File: config.mk
export PLATFORM = sky130hd
export DESIGN_NAME = distinct_color_palette_builder_core
export DESIGN_NICKNAME = d
export VERILOG_FILES = /design/src/rtl/core/dcpb_pkg.sv /design/src/rtl/core/dcpb_luma.sv /design/src/rtl/core/dcpb_cell.sv /design/src/rtl/core/distinct_color_palette_builder_core.sv
export SDC_FILE = /design/constraint.sdc
export NUM_CORES = 2
export LEC_CHECK = 0
export ABC_CLOCK_PERIOD_IN_PS = 10400
export BUFFER_PORTS_ARGS = -buffer_cell sky130_fd_sc_hd__buf_4
export CAP_MARGIN = 10
export CORE_MARGIN = 2
export CORE_UTILIZATION = 40
export DETAILED_ROUTE_END_ITERATION = 12
export GPL_TIMING_DRIVEN = 0
export PLACE_DENSITY = 0.58
export SYNTH_ARGS = -nofsm -noshare
export SYNTH_HDL_FRONTEND = slang
export SYNTH_SLANG_ARGS = --single-unit
File: constraint.sdc
create_clock -name aclk -period 10.4 [get_ports aclk]
set_input_delay 2.08 -clock aclk [delete_from_list [all_inputs] [get_ports aclk]]
set_output_delay 2.08 -clock aclk [all_outputs]
set_load 0.1 [all_outputs]
File: src/rtl/core/dcpb_pkg.sv
`timescale 1ns / 1ps
`default_nettype none

package dcpb_pkg;

    localparam int PALETTE_DEPTH = 32;
    localparam int IDX_W         = 5;
    localparam int CNT_W         = 6;
    localparam int CHAN_W        = 8;
    localparam int KEY_W         = 3 * CHAN_W;
    localparam int ACC_W         = 24;

    // Q16 luma weights (0.2126, 0.7152, 0.0722), summing to 65536
    localparam logic [15:0] W_RED     = 16'd13933;
    localparam logic [15:0] W_GREEN   = 16'd46871;
    localparam logic [15:0] W_BLUE    = 16'd4732;
    localparam logic [ACC_W-1:0] LUMA_HALF = ACC_W'(32768);

    localparam logic [CNT_W-1:0] COUNT_FULL = CNT_W'(PALETTE_DEPTH);

    // register index decoded from paddr[2]
    localparam logic REG_GRAY_MODE = 1'b0;

    typedef struct packed {
        logic              start_image;
        logic [CHAN_W-1:0] red_in;
        logic [CHAN_W-1:0] green_in;
        logic [CHAN_W-1:0] blue_in;
    } dcpb_in_t;

    typedef struct packed {
        logic [CHAN_W-1:0] red_out;
        logic [CHAN_W-1:0] green_out;
        logic [CHAN_W-1:0] blue_out;
        logic              was_added;
        logic              was_found;
        logic [IDX_W-1:0]  entry_index;
        logic [CNT_W-1:0]  palette_count;
        logic              palette_full;
    } dcpb_out_t;

    typedef struct packed {
        logic             hit;
        logic [IDX_W-1:0] index;
    } dcpb_match_t;

endpackage

`default_nettype wire

File: src/rtl/core/dcpb_luma.sv
`timescale 1ns / 1ps
`default_nettype none

module dcpb_luma
    import dcpb_pkg::*;
(
    input  wire logic             aclk,
    input  wire logic             aresetn,
    input  wire logic             advance,
    input  wire logic             pix_valid,
    input  wire dcpb_in_t         pix,
    input  wire logic             gray_mode,
    output logic                  key_valid,
    output logic                  key_start,
    output logic [KEY_W-1:0]      key
);

    logic                 s1_valid_reg, s1_valid_next;
    logic                 s1_start_reg;
    logic                 s1_gray_reg;
    logic [KEY_W-1:0]     s1_rgb_reg;
    logic [ACC_W-1:0]     s1_pr_reg, s1_pg_reg, s1_pb_reg;

    logic                 s2_valid_reg, s2_valid_next;
    logic                 s2_start_reg;
    logic [KEY_W-1:0]     s2_key_reg, s2_key_next;

    logic [ACC_W-1:0]     luma_acc;
    logic [CHAN_W-1:0]    luma;

    assign s1_valid_next = advance ? pix_valid : s1_valid_reg;
    assign s2_valid_next = advance ? s1_valid_reg : s2_valid_reg;

    // round half up, then take the integer part of the Q16 sum
    assign luma_acc = s1_pr_reg + s1_pg_reg + s1_pb_reg + LUMA_HALF;
    assign luma     = luma_acc[ACC_W-1:ACC_W-CHAN_W];

    assign s2_key_next = s1_gray_reg ? {luma, luma, luma} : s1_rgb_reg;

    always_ff @(posedge aclk) begin
        if (!aresetn) begin
            s1_valid_reg <= 1'b0;
            s2_valid_reg <= 1'b0;
        end else begin
            s1_valid_reg <= s1_valid_next;
            s2_valid_reg <= s2_valid_next;
        end
    end

    always_ff @(posedge aclk) begin
        if (advance) begin
            s1_start_reg <= pix.start_image;
            s1_gray_reg  <= gray_mode;
            s1_rgb_reg   <= {pix.red_in, pix.green_in, pix.blue_in};
            s1_pr_reg    <= ACC_W'(W_RED) * ACC_W'(pix.red_in);
            s1_pg_reg    <= ACC_W'(W_GREEN) * ACC_W'(pix.green_in);
            s1_pb_reg    <= ACC_W'(W_BLUE) * ACC_W'(pix.blue_in);
            s2_start_reg <= s1_start_reg;
            s2_key_reg   <= s2_key_next;
        end
    end

    assign key_valid = s2_valid_reg;
    assign key_start = s2_start_reg;
    assign key       = s2_key_reg;

endmodule

`default_nettype wire

File: src/rtl/core/dcpb_cell.sv
`timescale 1ns / 1ps
`default_nettype none

module dcpb_cell
    import dcpb_pkg::*;
(
    input  wire logic             aclk,
    input  wire logic [IDX_W-1:0] cell_index,
    input  wire logic [KEY_W-1:0] key,
    input  wire logic [CNT_W-1:0] fill_count,
    input  wire logic             append,
    input  wire dcpb_match_t      match_in,
    output dcpb_match_t           match_out,
    output logic                  hit
);

    logic [KEY_W-1:0] entry_reg, entry_next;
    logic             occupied;
    logic             wr_en;

    // slots below the fill count hold live colors
    assign occupied = {1'b0, cell_index} < fill_count;
    assign hit      = occupied && (entry_reg == key);

    // the palette holds no duplicates, so OR-merging the index is exact
    assign match_out.hit   = match_in.hit | hit;
    assign match_out.index = match_in.index | (hit ? cell_index : '0);

    assign wr_en      = append && (fill_count[IDX_W-1:0] == cell_index);
    assign entry_next = wr_en ? key : entry_reg;

    always_ff @(posedge aclk) begin
        entry_reg <= entry_next;
    end

endmodule

`default_nettype wire

File: src/rtl/core/distinct_color_palette_builder_core.sv
`timescale 1ns / 1ps
`default_nettype none

// Distinct color palette builder. Each request carries one RGB pixel; the
// block returns one result per request, in order. With gray_mode set
// (APB register at address 0, bit 0) the pixel is first turned into rounded
// Q16 luma and that value goes to all three channels. The color is looked up
// in a palette of 32 slots held in a row of cells, one cell per slot: every
// cell compares its slot against the key and hands the running match on to
// its neighbor. A color that is absent is appended at the next free slot;
// once 32 colors are held, pixels are reported with palette_full set and are
// neither reported as found nor stored. start_image empties the palette before its
// own pixel is handled, so that pixel lands in slot 0. Throughput is one
// pixel per clock when m_ready keeps up; a request passes through two
// luma stages, then the cell row and result register, where the fill count
// updates in the same cycle so back-to-back pixels see each other.
// Backpressure on m_ready stalls the whole pipe.

module distinct_color_palette_builder_core
    import dcpb_pkg::*;
(
    input  wire logic         aclk,
    input  wire logic         aresetn,
    // pixel requests
    input  wire logic         s_valid,
    output logic              s_ready,
    input  wire dcpb_in_t     s_data,
    // results
    output logic              m_valid,
    input  wire logic         m_ready,
    output dcpb_out_t         m_data,
    // configuration
    input  wire logic         psel,
    input  wire logic         penable,
    input  wire logic         pwrite,
    input  wire logic [2:0]   paddr,
    input  wire logic [31:0]  pwdata,
    output logic [31:0]       prdata,
    output logic              pready
);

    // ------------------------------------------------------------------
    // Configuration register
    // ------------------------------------------------------------------
    logic gray_mode_reg, gray_mode_next;
    logic cfg_write;

    assign pready    = 1'b1;
    assign cfg_write = psel && penable && pwrite && pready;

    // decode on the word address only
    assign gray_mode_next = (cfg_write && (paddr[2] == REG_GRAY_MODE)) ? pwdata[0]
                                                                      : gray_mode_reg;

    assign prdata = (paddr[2] == REG_GRAY_MODE) ? {31'd0, gray_mode_reg} : 32'd0;

    always_ff @(posedge aclk) begin
        if (!aresetn) begin
            gray_mode_reg <= 1'b0;
        end else begin
            gray_mode_reg <= gray_mode_next;
        end
    end

    // ------------------------------------------------------------------
    // Pipeline control: all stages move together when the result slot
    // is empty or being drained.
    // ------------------------------------------------------------------
    logic advance;
    logic out_valid_reg, out_valid_next;

    assign advance = !out_valid_reg || m_ready;
    assign s_ready = advance;

    // ------------------------------------------------------------------
    // Luma stages
    // ------------------------------------------------------------------
    logic             key_valid;
    logic             key_start;
    logic [KEY_W-1:0] key;

    dcpb_luma u_luma (
        .aclk      (aclk),
        .aresetn   (aresetn),
        .advance   (advance),
        .pix_valid (s_valid),
        .pix       (s_data),
        .gray_mode (gray_mode_reg),
        .key_valid (key_valid),
        .key_start (key_start),
        .key       (key)
    );

    // ------------------------------------------------------------------
    // Cell row
    // ------------------------------------------------------------------
    logic [CNT_W-1:0]   count_reg, count_next;
    logic [CNT_W-1:0]   fill_count;
    logic               step;
    logic               was_full;
    logic               append;
    dcpb_match_t        chain [0:PALETTE_DEPTH];
    logic [PALETTE_DEPTH-1:0] cell_hit;

    assign step       = advance && key_valid;
    // start empties the palette ahead of its own pixel
    assign fill_count = key_start ? '0 : count_reg;
    assign was_full   = (fill_count >= COUNT_FULL);
    assign append     = step && !was_full && !chain[PALETTE_DEPTH].hit;

    assign chain[0] = '0;

    for (genvar i = 0; i < PALETTE_DEPTH; i++) begin : g_cell
        dcpb_cell u_cell (
            .aclk       (aclk),
            .cell_index (IDX_W'(i)),
            .key        (key),
            .fill_count (fill_count),
            .append     (append),
            .match_in   (chain[i]),
            .match_out  (chain[i+1]),
            .hit        (cell_hit[i])
        );
    end

    // ------------------------------------------------------------------
    // Fill count and result register
    // ------------------------------------------------------------------
    dcpb_out_t result_next;
    dcpb_out_t out_data_reg;

    always_comb begin
        count_next = count_reg;
        if (step) begin
            count_next = append ? fill_count + CNT_W'(1) : fill_count;
        end
    end

    always_comb begin
        result_next.red_out       = key[KEY_W-1 -: CHAN_W];
        result_next.green_out     = key[2*CHAN_W-1 -: CHAN_W];
        result_next.blue_out      = key[CHAN_W-1:0];
        result_next.was_added     = !was_full && !chain[PALETTE_DEPTH].hit;
        result_next.was_found     = !was_full && chain[PALETTE_DEPTH].hit;
        result_next.entry_index   = '0;
        if (!was_full) begin
            // report the matched slot, or the slot just written
            result_next.entry_index = chain[PALETTE_DEPTH].hit
                                      ? chain[PALETTE_DEPTH].index
                                      : fill_count[IDX_W-1:0];
        end
        result_next.palette_count = count_next;
        result_next.palette_full  = (count_next >= COUNT_FULL);
    end

    assign out_valid_next = advance ? key_valid : out_valid_reg;

    always_ff @(posedge aclk) begin
        if (!aresetn) begin
            out_valid_reg <= 1'b0;
            count_reg     <= '0;
        end else begin
            out_valid_reg <= out_valid_next;
            count_reg     <= count_next;
        end
    end

    always_ff @(posedge aclk) begin
        if (step) begin
            out_data_reg <= result_next;
        end
    end

    assign m_valid = out_valid_reg;
    assign m_data  = out_data_reg;

    // ------------------------------------------------------------------
    // Assertions
    // ------------------------------------------------------------------
    a_count_bound: assert property (@(posedge aclk) disable iff (!aresetn)
        count_reg <= COUNT_FULL)
        else $error("palette count above depth");

    a_single_hit: assert property (@(posedge aclk) disable iff (!aresetn)
        $onehot0(cell_hit))
        else $error("color matched in more than one slot");

    a_add_index: assert property (@(posedge aclk) disable iff (!aresetn)
        (m_valid && m_data.was_added) |->
            (m_data.palette_count == ({1'b0, m_data.entry_index} + CNT_W'(1))))
        else $error("added slot does not match new count");

    a_add_or_find: assert property (@(posedge aclk) disable iff (!aresetn)
        m_valid |-> !(m_data.was_added && m_data.was_found))
        else $error("result both added and found");

    a_count_moves: assert property (@(posedge aclk) disable iff (!aresetn)
        !step |=> $stable(count_reg))
        else $error("fill count changed without a pixel");

endmodule

`default_nettype wire
==> insert_results.sql <==
INSERT INTO impl_metrics (metric_group, metric, value, unit) VALUES
('drt', 'finalWirelength', '159000', 'um'),
('power_and_ir_drop', 'total_power', '13.3', 'mW'),
('worst_setup_path', 'start_kind', 'register', ''),
('sta', 'fmaxAchievable', '108', 'MHz'),
('sta', 'hold-worst-slack', '0.422', 'ns'),
('layout', 'n_fill_cell', '10257', ''),
('sta', 'final_period_minus_worst_setup_slack', '9.26', 'ns'),
('hold_path', 'worst_hold_path.endpoint', 'u_luma.key_start', ''),
('drt', 'postRouteAntennaNets', '0', ''),
('cts', 'clock-root-buffer', 'clkbuf_16', ''),
('grt', 'antenna_found_initial', '5', ''),
('sta', 'slew_hr', '7.58', '%'),
('layout', 'layout_commonest_cell', 'edfxtp_1', ''),
('yosys', 'synth_top_flop_cell', 'edfxtp_1', ''),
('yosys', 'number_of_enable_flip_flop_cells_after_synthesis', '917', ''),
('floorplanning', 'design.die.area', '0.121', 'mm2'),
('worst_setup_path', 'required_time_at_the_endpoint_of_the_critical_path', '10.78', 'ns'),
('cts', 'postCtsHoldBufs', '0', ''),
('worst_setup_path', 'worstReg2RegStart', 'u_luma.key_start', ''),
('yosys', 'synth-warning-count', '0', ''),
('worst_setup_path', 'worstPathCellList', 'buf_2 > buf_2 > clkbuf_1 > clkbuf_1 > nand2b_1 > inv_1 > ha_1 > clkbuf_1 > nor2_1 > nor4_1 > nand4_1 > o22ai_1 > a2111oi_1 > nand3_1 > nor4_4 > nand2_2 > buf_2 > nor3_2 > buf_6 > buf_6', ''),
('worst_setup_path', 'cp_data_arrival_time', '9.64', 'ns'),
('sta', 'finalHoldViolCount', '0', ''),
('layout', 'drive_gt1_share', '14.1', '%'),
('floorplanning', 'ios', '140', ''),
('grt', 'grt_util_all_layers', '26.2', '%'),
('worst_setup_path', 'crit_path_top_delay_cell', 'a2111oi_1', ''),
('worst_setup_path', 'path_buf_inv', '9', ''),
('sta', 'rsz0062_at_grt', 'false', ''),
('yosys', 'ys_async_sr_fraction', '0', '%'),
('worst_setup_path', 'critPathMaxStageDelay', '1.09', 'ns'),
('sta', 'final_critical_path_setup_slack', '1.14', 'ns'),
('sta', 'setup_violations', '0', ''),
('placed_design', 'total_placed_instance_area', '0.0522', 'mm2'),
('cts', 'cts_buffers', '99', ''),
('sta', 'timing_worst_slew_pin_value', '1.37', 'ns'),
('cts', 'clock_transition_at_the_registers_of_the_reported_paths', '0.06', 'ns'),
('worst_setup_path', 'rr_endpoint', 'g_cell[12].u_cell.entry_reg[3]', ''),
('sta', 'worst_clock_skew', '0.0443', 'ns'),
('placed_design', 'io_buffers', '74', ''),
('drt', 'via_per_inst', '5.60', ''),
('power_and_ir_drop', 'power_density', '240', 'mW/mm2'),
('grt', 'grt_start_max_net_pins', '119', ''),
('sta', 'final.setup.tns', '0', 'ns'),
('cts', 'ctsHtreeMaxLevel', '3', ''),
('layout', 'largest_reg_flops', '768', ''),
('drt', 'drtIter0Drc', '3347', ''),
('floorplanning', 'core.rowCount', '126', ''),
('drt', 'wire_per_inst', '30.1', 'um'),
('sta', 'period_share', '89.0', '%'),
('cts', 'clkLatencyLatePin', '0.70', 'ns'),
('placed_design', 'globalplace.congestion', '0.976', ''),
('placed_design', 'dp_slack', '1.63', 'ns'),
('drt', 'detailedRoute.firstPassIterationCount', '6', ''),
('yosys', 'synth_cell_types', '79', ''),
('drt', 'drcViolationCount', '0', ''),
('drt', 'vias', '29605', ''),
('yosys', 'postSynthRegisterBits', '927', ''),
('hold_path', 'hp-start', 'u_luma.s1_start_reg', ''),
('sta', 'timing_max_transition_violations_final', '0', ''),
('worst_setup_path', 'critical-path-top-delay-family', 'buffers and inverters', ''),
('outcome', 'status', 'finished, final reports clean', ''),
('power_and_ir_drop', 'leakagePower', '20.2', 'nW'),
('grt', 'globalRoute.totalOverflow', '0', ''),
('flow_run', 'max-cap-violations', '0', ''),
('cts', 'tritoncts', 'built', ''),
('layout', 'stdcell_area', '0.0554', 'mm2'),
('cts', 'quantity_of_gates_resized_following_cts', '0', ''),
('layout', 'final_core_util', '47.1', '%'),
('cts', 'ctsLongestPathBuffers', '3', ''),
('cts', 'post_cts_buffers', '0', '');
[cell type report]
type                    count  area, um2  area share, %
flip-flops and latches    927      27700           50.1
multi-input cells        2111      17600           31.8
repair buffers            190       2840           5.12
clock buffers             129       2630           4.75
well taps                1536       1920           3.47
plain buffers             154       1420           2.56
inverters                 189        709           1.28
clock inverters            48        546          0.984
[cell families after synthesis]
family	after synthesis	synth area share, %
flops	927	58.7
xor+xnor	824	15.3
simple gates	737	8.79
buf+inv	343	4.48
fa+ha+maj	307	9.72
compound gates	206	2.85
mux	5	0.117
other cells	2	0.0159
[synthesized netlist by cell type, types with 5 or more instances]
cell       instances  area (um2)
nand2_1           98         368
o211ai_1           6        45.0
buf_2             13        65.1
nor3b_1            5        37.5
buf_8              9         135
o2111ai_1          6        52.6
buf_4             79         593
buf_6             27         304
inv_1            189         709
nor3_1            70         350
a31oi_1            6        37.5
o21a_1             9        67.6
or3_1             14        87.6
a41oi_1            7        61.3
a211oi_1          17         128
dfxtp_1           10         200
ha_1             207        2590
o21bai_1           7        52.6
xnor2_1          233        2040
o21ai_0           40         200
edfxtp_1         917       27500
a21o_1            12        90.1
a21oi_1           60         300
nand3_1           46         230
nor2b_1           10        62.6
nand4b_1          10        87.6
nand4_1           91         569
and3_1            11        68.8
xor2_1           590        5170
nor4_1           209        1310
or2_2             12        75.1
nor2_1            96         360
fa_1             100        2000
buf_12            13         260
o22ai_1            6        37.5
or4_1             12        90.1
nand2b_1          15        93.8
clkbuf_1          12        45.0
[power by group]
| group | switching [mW] | total (mW) | internal [mW] | leakage, nW |
|---|---|---|---|---|
| Clock | 1.49 | 3.54 | 2.05 | 1.54 |
| Sequential | 0.234 | 4.80 | 4.56 | 8.52 |
| Combinational | 3.07 | 4.97 | 1.90 | 10.1 |
[routing by layer]
metal	wire length (um)	track usage, %	vias up
met3	12900	4.17	337
met4	7790	11.0	0
met2	74600	42.8	1500
li1	-	-	12805
met5	0	0	-
met1	63800	34.6	14963
[worst max-delay path by stage]
stage | from | end | slack [ns] | cells after the start
global placement | u_luma.key_start | g_cell[1].u_cell.entry_reg[22] | -1.08 | 18
detailed placement | u_luma.key_start | g_cell[12].u_cell.entry_reg[4] | 1.63 | 20
global route | u_luma.key_start | g_cell[12].u_cell.entry_reg[3] | 1.26 | 20
floorplan | m_ready | g_cell[7].u_cell.entry_reg[0] | 2.34 | 6
CTS | u_luma.key_start | g_cell[12].u_cell.entry_reg[9] | 1.58 | 20
finish | u_luma.key_start | g_cell[12].u_cell.entry_reg[3] | 1.14 | 20
(Power assumes the default switching activity.)
